<file path="config.mk">
export PLATFORM = sky130hd
export DESIGN_NAME = tcw_put
export DESIGN_NICKNAME = d
export VERILOG_FILES = /design/src/hw/rtl/tcw_pkg.sv /design/src/hw/rtl/tcw_put.sv
export SDC_FILE = /design/constraint.sdc
export NUM_CORES = 1
export LEC_CHECK = 0
export BUFFER_PORTS_ARGS = -buffer_cell sky130_fd_sc_hd__buf_2
export CORE_MARGIN = 3
export CORE_UTILIZATION = 35
export DETAILED_ROUTE_END_ITERATION = 7
export PLACE_DENSITY = 0.67
export SLEW_MARGIN = 30
export SYNTH_ARGS = -nofsm -noshare
export SYNTH_HDL_FRONTEND = slang
export SYNTH_SLANG_ARGS = --single-unit
</file>
<file path="constraint.sdc">
create_clock -name vclk -period 2.67
set_input_delay 0.534 -clock vclk [all_inputs]
set_output_delay 0.534 -clock vclk [all_outputs]
set_load 0.01 [all_outputs]
</file>
<file path="src/hw/rtl/tcw_pkg.sv">
// Shared types and constants for the text console cell writer.
// No dependencies; imported by tcw_put and the top level.
`default_nettype none

package tcw_pkg;

    localparam int REQ_W   = 2;
    localparam int CHAR_W  = 8;
    localparam int ARG_W   = 8;
    localparam int CX_W    = 7;
    localparam int CY_W    = 6;
    localparam int GLYPH_W = 7;

    typedef enum logic [REQ_W-1:0] {
        REQ_PUT    = 2'd0,
        REQ_SETCUR = 2'd1,
        REQ_CLEAR  = 2'd2,
        REQ_READ   = 2'd3
    } t_req;

    localparam logic [CHAR_W-1:0] CH_LF      = 8'h0A;
    localparam logic [CHAR_W-1:0] CH_CR      = 8'h0D;
    localparam logic [CHAR_W-1:0] CH_BS      = 8'h08;
    localparam logic [CHAR_W-1:0] GLYPH_LOW  = 8'h20;
    localparam logic [CHAR_W-1:0] GLYPH_HIGH = 8'h5F;
    localparam logic [CHAR_W-1:0] CH_LC_A    = 8'h61;
    localparam logic [CHAR_W-1:0] CH_LC_Z    = 8'h7A;
    localparam logic [CHAR_W-1:0] CASE_GAP   = 8'd32;

    localparam logic [GLYPH_W-1:0] GLYPH_SPACE = 7'h20;

    // Outcome of one put-char request
    typedef struct packed {
        logic [CX_W-1:0]    x;
        logic [CY_W-1:0]    y;
        logic               scroll;
        logic               wr_en;
        logic [GLYPH_W-1:0] glyph;
    } t_put_res;

endpackage

`default_nettype wire

</file>
<file path="src/hw/rtl/tcw_put.sv">
// Put-char decode: control codes, glyph folding and cursor advance with wrap.
// Depends on tcw_pkg.
`default_nettype none

module tcw_put import tcw_pkg::*; #(
    parameter int SCREEN_COLS = 80,
    parameter int SCREEN_ROWS = 60
) (
    input  wire logic [CHAR_W-1:0] i_char,
    input  wire logic [CX_W-1:0]   i_cur_x,
    input  wire logic [CY_W-1:0]   i_cur_y,
    output t_put_res               o_res
);

    always_comb begin
        logic [CHAR_W-1:0] ch;
        logic              last_row;

        last_row     = (i_cur_y == CY_W'(SCREEN_ROWS - 1));
        o_res.x      = i_cur_x;
        o_res.y      = i_cur_y;
        o_res.scroll = 1'b0;
        o_res.wr_en  = 1'b0;
        o_res.glyph  = GLYPH_SPACE;

        ch = i_char;
        if (ch >= CH_LC_A && ch <= CH_LC_Z) begin
            ch = ch - CASE_GAP;
        end
        if (ch < GLYPH_LOW || ch > GLYPH_HIGH) begin
            ch = GLYPH_LOW;
        end

        priority if (i_char == CH_LF) begin
            o_res.x = '0;
            if (last_row) begin
                o_res.scroll = 1'b1;
            end else begin
                o_res.y = i_cur_y + 1'b1;
            end
        end else if (i_char == CH_CR) begin
            o_res.x = '0;
        end else if (i_char == CH_BS) begin
            if (i_cur_x != '0) begin
                o_res.x = i_cur_x - 1'b1;
            end
        end else begin
            o_res.wr_en = 1'b1;
            o_res.glyph = ch[GLYPH_W-1:0];
            // last column wraps as a line feed
            if (i_cur_x == CX_W'(SCREEN_COLS - 1)) begin
                o_res.x = '0;
                if (last_row) begin
                    o_res.scroll = 1'b1;
                end else begin
                    o_res.y = i_cur_y + 1'b1;
                end
            end else begin
                o_res.x = i_cur_x + 1'b1;
            end
        end
    end

endmodule

`default_nettype wire

</file>
After elaboration in Yosys (flattened, before gate mapping). Index checks and enable logic that the tools add are counted.

$lt $le $gt $ge: 4. Divide/modulo/power cells: 0. Eq/ne operators: 5. Shifts and indexed selects: 0. Mux-type cells: 13. Multipliers: 0. Add/sub/neg operators: 4. Reductions and logical operators: 3. Bitwise operators: 0.

Operators with widths (number): two-way mux 7 bit (6); two-way mux 15 bit (2); == test 8 x 4 -> 1 bit (second input constant) (3); two-way mux 8 bit (2); two-way mux 14 bit (1); greater-or-equal comparator 8 x 7 -> 1 bit (second input constant) (1); > comparator 8 x 7 -> 1 bit (second input constant) (1); <= comparator 8 x 7 -> 1 bit (second input constant) (1); less-than comparator 8 x 6 -> 1 bit (second input constant) (1); subtractor 8 x 6 -> 8 bit (second input constant) (1); adder 7 x 1 -> 7 bit (second input constant) (1); == test 7 bit (second input constant) (1); nonzero test 7 bit (1); subtractor 7 x 1 -> 7 bit (second input constant) (1); adder 6 x 1 -> 6 bit (second input constant) (1); == test 6 bit (second input constant) (1); two-way mux 6 bit (1); logical AND 1 bit (1); logical OR 1 bit (1); two-way mux 1 bit (1).

ROM bits: 0. Bits in latches: 0. Output and inout port bits: 22. Logic and storage cells: 29. RAM bits: 0. Bits in registers: 0. Bits of input ports: 21. Memories: 0.

Logic depth before layout (Yosys ltp). Gate-level depths: netlist of run 1.

Word-level depth: 9. Gate-level depth with buffers: 6. Depth with buffers taken out: 6.

Worst setup path before layout of run 1. OpenSTA, ideal clock, no wires.

Path kind: input to output. Start: in i_char[6]. End: out o_res[11] in the netlist's numbering. Required time: 2.136 ns. Cell stages on the path: 5. Path slack: 0.011 ns. Arrival time: 2.125 ns. Buffers on the path: 0. Path through: or4b_4 or3_4 mux2i_4 nand3_1 mux2_1.

RTL lines: start: declaration (line tcw_put.sv:9) `input wire logic [CHAR_W-1:0] i_char,`; end: declaration (line tcw_put.sv:12) `output t_put_res o_res`.

==> results of run 1 <==
final timing paths:
check / slack [ps] / endpoint / cells after the start
setup / recovery: -190 / o_res[12] / 9
hold / removal: 1360 / o_res[13] / 3
layout make-up:
| class | instances | area share, % |
|---|---|---|
| Inverter | 6 | 1.798 |
| Multi-Input combinational cell | 96 | 63.74 |
| Tap cell | 25 | 2.498 |
| Timing Repair Buffer | 61 | 31.97 |
kinds of logic after synthesis:
kind of cell               after synthesis  share of synthesized area (%)
and+or+nand+nor                         58                          47.54
AOI/OAI and AO/OA                       17                          15.97
xor gates and xnor gates                 9                          11.05
buffers and inverters                    8                          4.211
muxes                                    7                          12.46
adders and majority gates                5                          8.772
per-layer routing:
metal	up-vias	share of wire [%]
li1	502	-
met1	474	41
met2	26	54
met3	2	4.2
met4	0	0.99
met5	-	0
Yosys cell counts, types with 3 or more instances:
| cell type | count | area, sq um |
|---|---|---|
| ha_1 | 5 | 62.56 |
| nor2_1 | 12 | 45.04 |
| nor3_1 | 4 | 20.02 |
| o21ai_0 | 4 | 20.02 |
| nand3_1 | 6 | 30.03 |
| xor2_1 | 3 | 26.28 |
| a21oi_1 | 3 | 15.01 |
| and2_1 | 8 | 50.05 |
| inv_1 | 6 | 22.52 |
| mux2i_1 | 4 | 40.04 |
| and3_1 | 5 | 31.28 |
| xnor2_1 | 6 | 52.55 |
| nand2_1 | 5 | 18.77 |
layout by cell type, fill, tap and decap left out, types with 3 or more instances in the layout:
| cell | n |
|---|---|
| buf_2 | 38 |
| buf_4 | 14 |
| nor2_1 | 11 |
| buf_6 | 8 |
| and2_1 | 6 |
| inv_1 | 5 |
| and3_1 | 5 |
| nand3_1 | 5 |
| xnor2_1 | 5 |
| ha_1 | 5 |
| nand2_1 | 4 |
| a21oi_1 | 3 |
| nor3_1 | 3 |
| xor2_1 | 3 |
metrics by stage:
| stage | worst slack, ps | total power, mW |
|---|---|---|
| after global routing | -247.9 | 0.1682 |
| after global placement | -164.3 | 0.1249 |
| final | -186.6 | 0.1540 |
| after CTS | -177.6 | 0.1412 |
| after detailed placement | -188.7 | 0.1291 |
| after floorplan | 11.35 | 0.06366 |
report_power, final:
group,leakage (nW),switching [mW],internal [mW]
Sequential,0,0,0
Clock,0,0,0
Combinational,0.584,0.0790,0.0750
Total,0.584,0.0790,0.0750
timing repair:
| action | in CTS | in global routing |
|---|---|---|
| endpoints found under the setup margin | 18 | 21 |
| gates resized for setup | 13 | 22 |
| hold buffers | 0 | 0 |
| pin swaps | 9 | 13 |
| setup buffers | 2 | 4 |
==> results.json, run 1 <==
{
  "vdd_drop_max_mv": 0.06240,
  "setup_ws_ps": -186.6,
  "place_area_sq_mm": 0.001050,
  "period_needed_ps": 2857,
  "yosysUniqueCellTypes": 39,
  "seqCellArea_sq_um": 0,
  "fill_cells": 166,
  "hold-worst-slack_ps": 1360,
  "drc": 0,
  "rsz0062_at_grt": "true",
  "place.gp.congestion": 0.8392,
  "grt_max_degree": 10,
  "final_core_util_pct": 68.80,
  "clock_buffers": 0,
  "hold_violations": 0,
  "crit_required_ps": 2140,
  "leakage_nw": 0.5836,
  "finalWirelength_mm": 2.530,
  "use_met2_pct": 38.84,
  "firstDrtPassIters": 4,
  "ys_warn_count": 0,
  "crit_path_start": "i_char[6]",
  "violations": "negative setup slack",
  "synth.cell_area_sq_um": 713.2,
  "dp_hpwl_mm": 1.890,
  "cp_max_fo": 4,
  "diodes": 0,
  "cp_top_family": "simple AND/OR/NAND/NOR gates",
  "min_from": "i_cur_y[4]",
  "num_vias": 1004,
  "antenna_found_initial": 0,
  "worstHoldPathType": "primary input to output pin",
  "maxSlewViolCount": 0,
  "drv_cap": 0,
  "gr-usage-all-layers_pct": 18.37,
  "rows": 15,
  "fin_cells": 188,
  "drtAntennaViolNets": 0,
  "critPathCaptureType": "output pin",
  "drt_iter0_markers": 9,
  "power.density_mw_per_mm2": 123.0,
  "slew_headroom_pct": 75.24,
  "slowest_delay_ps": 530,
  "syn2layout_area_growth_pct": 75.61,
  "syn-num-nets": 130,
  "die-area_sq_mm": 0.002615,
  "multiInputGateArea_sq_um": 798.3,
  "drive_gt1_share_pct": 52.15,
  "core_sq_mm": 0.001821,
  "portBuffers": 43,
  "use_met3_pct": 0.2915,
  "worstPathArrival_ps": 2320,
  "die_h_um": 51.14,
  "avgViaCountPerCell": 5.340,
  "grt_pass1_wl_mm": 4.022,
  "wl_per_cell_um": 13.46,
  "seq_area_frac_synth_pct": 0,
  "grt.busiest_layer": "met2",
  "setup_viol": 11,
  "timing.setup.tns_ps": -1252,
  "worst-setup-path-type": "primary input to output pin",
  "io-pin-count": 43,
  "avgSynthCellArea_sq_um": 6.858,
  "outcome": "complete, but fails checks",
  "fmax_mhz": 350.1,
  "cp.buffers_inverters": 4,
  "cp_slowest_cell": "or4b_4",
  "initial_core_util_pct": 39.18,
  "worst_setup_path_start_kind": "primary input",
  "seq_cell_count": 0,
  "final_cell_area_sq_mm": 0.001252,
  "tightest_slew_ps": 370.7,
  "dp.cells": 183,
  "nNetsFinal": 191,
  "syn_inst": 104,
  "die_w_um": 51.14,
  "cp_cell_sequence": "buf_8 -> or4b_4 -> or3_4 -> mux2i_4 -> buf_6 -> buf_4 -> nand3_4 -> xnor2_2 -> buf_2",
  "final.period_utilization_pct": 107.0,
  "use_met1_pct": 20.52,
  "gr-total-overflow": 0,
  "grt_pass1_vias": 977
}
Note: power is estimated with default switching activity, not from simulation.
==> run 2: changes to the inputs <==
--- a/config.mk
+++ b/config.mk
@@ -10,6 +10,7 @@
 export CORE_UTILIZATION = 35
 export DETAILED_ROUTE_END_ITERATION = 7
 export PLACE_DENSITY = 0.67
+export RECOVER_POWER = 50
 export SLEW_MARGIN = 30
 export SYNTH_ARGS = -nofsm -noshare
 export SYNTH_HDL_FRONTEND = slang
==> constraint.sdc (replaced) <==
create_clock -name vclk -period 2.6
set_input_delay 0.52 -clock vclk [all_inputs]
set_output_delay 0.52 -clock vclk [all_outputs]
set_load 0.01 [all_outputs]
==> run 2 against run 1 <==
Worst setup slack worse by 71 ps. Die area stayed put. Power is 4.3% higher. Critical path depth shrank 2. Via count about the same. Utilization is 0.89 points higher. Cell area up 1.3%. Sequential share of layout area unchanged. First-iteration DRC count is 22% lower. The run still ends with negative setup slack left. Global-route usage is 0.42 points higher.
==> results.json, run 2 (same netlist as run 1, synthesis figures left out) <==
{
  "violations": "negative setup slack",
  "die_w_um": 51.14,
  "grt_max_degree": 9,
  "rsz0062_at_grt": "true",
  "diodes": 0,
  "final_cell_area_sq_mm": 0.001269,
  "slew_headroom_pct": 76.81,
  "clock_buffers": 0,
  "seq_cell_count": 0,
  "num_vias": 1003,
  "place_area_sq_mm": 0.001065,
  "dp_hpwl_mm": 1.802,
  "grt_pass1_vias": 970,
  "hold_violations": 0,
  "portBuffers": 43,
  "ctsHoldBuffers": 0,
  "vdd_drop_max_mv": 0.07185,
  "initial_core_util_pct": 39.18,
  "power.density_mw_per_mm2": 126.6,
  "cp_cell_sequence": "buf_8 -> or4b_4 -> or3_4 -> mux2i_4 -> nand3_2 -> mux2_4 -> buf_6",
  "worstHoldPathType": "primary input to output pin",
  "period_needed_ps": 2858,
  "cp_top_family": "simple AND/OR/NAND/NOR gates",
  "place.gp.congestion": 0.8560,
  "gr-usage-all-layers_pct": 18.80,
  "slowest_delay_ps": 530,
  "crit_required_ps": 2080,
  "setup_viol": 18,
  "worst-setup-path-type": "primary input to output pin",
  "antenna_found_initial": 0,
  "outcome": "complete, but fails checks",
  "drc": 0,
  "wl_per_cell_um": 12.85,
  "fmax_mhz": 349.9,
  "tightest_slew_ps": 344.7,
  "gr-total-overflow": 0,
  "cp_slowest_cell": "or4b_4",
  "final.period_utilization_pct": 109.9,
  "worstPathArrival_ps": 2340,
  "critPathCaptureType": "output pin",
  "maxSlewViolCount": 0,
  "syn2layout_area_growth_pct": 77.90,
  "totalPowerFinal_mw": 0.1607,
  "avgViaCountPerCell": 5.197,
  "layout_commonest_cell": "buf_2",
  "worst_setup_path_start_kind": "primary input",
  "leakage_nw": 0.6044,
  "rows": 15,
  "final_cell_mix": "buf_2, buf_4, nor2_1, buf_6, and2_1",
  "drtAntennaViolNets": 0,
  "core_sq_mm": 0.001821,
  "die-area_sq_mm": 0.002615,
  "grt_pass1_wl_mm": 4.008,
  "finalWirelength_mm": 2.480,
  "nNetsFinal": 196,
  "drv_cap": 0,
  "die_h_um": 51.14,
  "io-pin-count": 43,
  "cp_max_fo": 5,
  "setup_ws_ps": -258.0,
  "drive_gt1_share_pct": 52.38,
  "firstDrtPassIters": 4,
  "drt_iter0_markers": 7,
  "seqCellArea_sq_um": 0,
  "cp.buffers_inverters": 2
}
==> run 2: what timing repair did <==
action,4_1_cts,5_1_grt
endpoints found under the hold margin,0,0
gates cloned,0,0
endpoints found under the setup margin,20,21
buffers inserted,4,4
pin swaps,11,11
resized for setup,21,11
==> run 2: final cells by class <==
type               instances  area [sq um]
repair buffers            66         445.4
inverters                  6         22.52
multi-input cells         96         769.5
fillers                  155         551.8
well taps                 25         31.28
==> run 2: routing by layer <==
layer / global-route usage (%) / wire length [um]
met5: 0 / 0
met4: 1.345 / 15
met3: 1.166 / 110
met2: 39.27 / 1316
met1: 20.87 / 1037
==> run 2: worst min-delay path: stages <==
cell and delay (ps):
buf_2 90, xnor2_1 50, buf_2 130
==> run 2: path summary, 6_finish.rpt <==
kind	from	endpoint	slack [ps]	cells after the start
max	i_char[6]	o_res[10]	-260	7
min	i_cur_y[4]	o_res[13]	1310	3
==> run 2: through the flow <==
step                hold WS, ps  utilization (%)  setup TNS [ps]  setup WS [ps]  instances
global placement           1318            58.49           -2167         -260.8        185
global route               1341            69.69           -3868         -342.5        193
detailed placement         1323            58.49           -2874         -280.6        185
finish                     1309            69.69           -2377         -258.0        193
floorplan                  1128                -          -22.22         -9.931        104
CTS                        1323            65.70           -2088         -225.4        189
==> run 2: power by group <==
part	switching (mW)	internal (mW)
registers	0	0
logic	0.0805	0.0802
clock network	0	0
==> run 3: changes to the inputs <==
--- a/config.mk
+++ b/config.mk
@@ -7,9 +7,9 @@
 export LEC_CHECK = 0
 export BUFFER_PORTS_ARGS = -buffer_cell sky130_fd_sc_hd__buf_2
 export CORE_MARGIN = 3
-export CORE_UTILIZATION = 35
+export CORE_UTILIZATION = 42
 export DETAILED_ROUTE_END_ITERATION = 7
-export PLACE_DENSITY = 0.67
+export PLACE_DENSITY = 0.78
 export RECOVER_POWER = 50
 export SLEW_MARGIN = 30
 export SYNTH_ARGS = -nofsm -noshare
==> run 3 against run 2 <==
Die area decreased by 15%. Critical path depth increased by 1. Global-route usage increased by 1.9 points. Routed wire length increased by 10%. The run still ends with negative setup slack left.
==> results.json, run 3 (same netlist as run 1, synthesis figures left out) <==
{
  "drtAntennaViolNets": 0,
  "worst-setup-path-type": "primary input to output pin",
  "critPathCaptureType": "output pin",
  "fill_cells": 101,
  "grt.busiest_layer": "met2",
  "num_vias": 1057,
  "place_ws_ps": -250.7,
  "violations": "negative setup slack",
  "drive_gt1_share_pct": 52.38,
  "worst_setup_path_start_kind": "primary input",
  "cp_cell_sequence": "buf_8 -> or4b_4 -> or3_4 -> mux2i_4 -> buf_4 -> nand4_1 -> xnor2_1 -> buf_2",
  "grt_max_degree": 9,
  "cp_max_fo": 4,
  "leakage_nw": 0.6150,
  "finalWirelength_mm": 2.736,
  "outcome": "complete, but fails checks",
  "setup_viol": 13,
  "io-pin-count": 43,
  "timing.setup.tns_ps": -1946,
  "rsz0062_at_grt": "true",
  "use_met1_pct": 22.89,
  "slew_headroom_pct": 74.92,
  "power.density_mw_per_mm2": 130.8,
  "layout_commonest_cell": "buf_2",
  "ctsHoldBuffers": 0,
  "period_needed_ps": 2826,
  "initial_core_util_pct": 45.75,
  "vdd_drop_max_mv": 0.07475,
  "avgViaCountPerCell": 5.745,
  "cp_slowest_cell": "or4b_4",
  "diodes": 0,
  "die_h_um": 47.21,
  "seqCellArea_sq_um": 0,
  "drt_iter0_markers": 33,
  "gr-total-overflow": 0,
  "syn2layout_area_growth_pct": 80.70,
  "hold-worst-slack_ps": 1322,
  "final_core_util_pct": 82.66,
  "portBuffers": 43,
  "gr-usage-all-layers_pct": 20.68,
  "fmax_mhz": 353.9,
  "nNetsFinal": 196,
  "crit_required_ps": 2080,
  "die_w_um": 47.21,
  "grt_pass1_vias": 882,
  "core_sq_mm": 0.001559,
  "worstHoldPathType": "primary input to output pin",
  "seq_cell_count": 0,
  "slowest_delay_ps": 520,
  "die-area_sq_mm": 0.002228,
  "worstPathArrival_ps": 2310,
  "grt_pass1_wl_mm": 3.539,
  "final.period_utilization_pct": 108.7,
  "firstDrtPassIters": 4,
  "place.gp.congestion": 0.7529,
  "rows": 14,
  "setup_ws_ps": -225.9,
  "use_met2_pct": 42.82,
  "final_cell_mix": "buf_2, buf_4, nor2_1, buf_6, nand3_1",
  "dp_hpwl_mm": 1.792,
  "hold_violations": 0,
  "clock_buffers": 0,
  "antenna_found_initial": 0,
  "use_met3_pct": 0.7663,
  "wl_per_cell_um": 14.87,
  "drv_cap": 0,
  "maxSlewViolCount": 0,
  "drc": 0,
  "tightest_slew_ps": 372.3
}
[run 3: final timing paths]
check        end        from  cells past startpoint
max    o_res[13]   i_char[6]                      8
min    o_res[13]  i_cur_y[4]                      3
[run 3: repair_timing]
| item | in CTS | in global routing |
|---|---|---|
| buffers inserted | 3 | 3 |
| resized for setup | 16 | 22 |
| pin swaps | 9 | 8 |
| endpoints found under the setup margin | 18 | 20 |
[run 3: layout make-up]
type / instances / area (sq um) / share of cell area, %
inverters: 6 / 22.52 / 1.748
well taps: 16 / 20.02 / 1.553
multi-input cells: 96 / 790.8 / 61.36
repair buffers: 66 / 455.4 / 35.34
[run 3: stage by stage]
step	power, mW	instance area, sq um	cells
2_1_floorplan	0.06557	713.2	104
3_3_place_gp	0.1287	1069	178
3_5_place_dp	0.1337	1069	178
4_1_cts	0.1482	1172	181
5_1_grt	0.1819	1289	184
6_report	0.1686	1289	184
[run 3: where the power goes]
group          switching [mW]  total (mW)  internal, mW
Sequential                  0           0             0
Clock                       0           0             0
Combinational          0.0842       0.169        0.0844
Total                  0.0842       0.169        0.0844
[run 3: per-layer routing]
layer  routed length, um  vias to the layer above
li1                    -                      511
met5                   0                        -
met1                1039                      497
met4                   0                        0
met3                 159                        0
met2                1536                       49
[run 3: critical path: cells and delay by family]
kind	cells	cell delay, ps
mux	1	230
buf+inv	3	390
simple gates	3	1000
xor+xnor	1	150
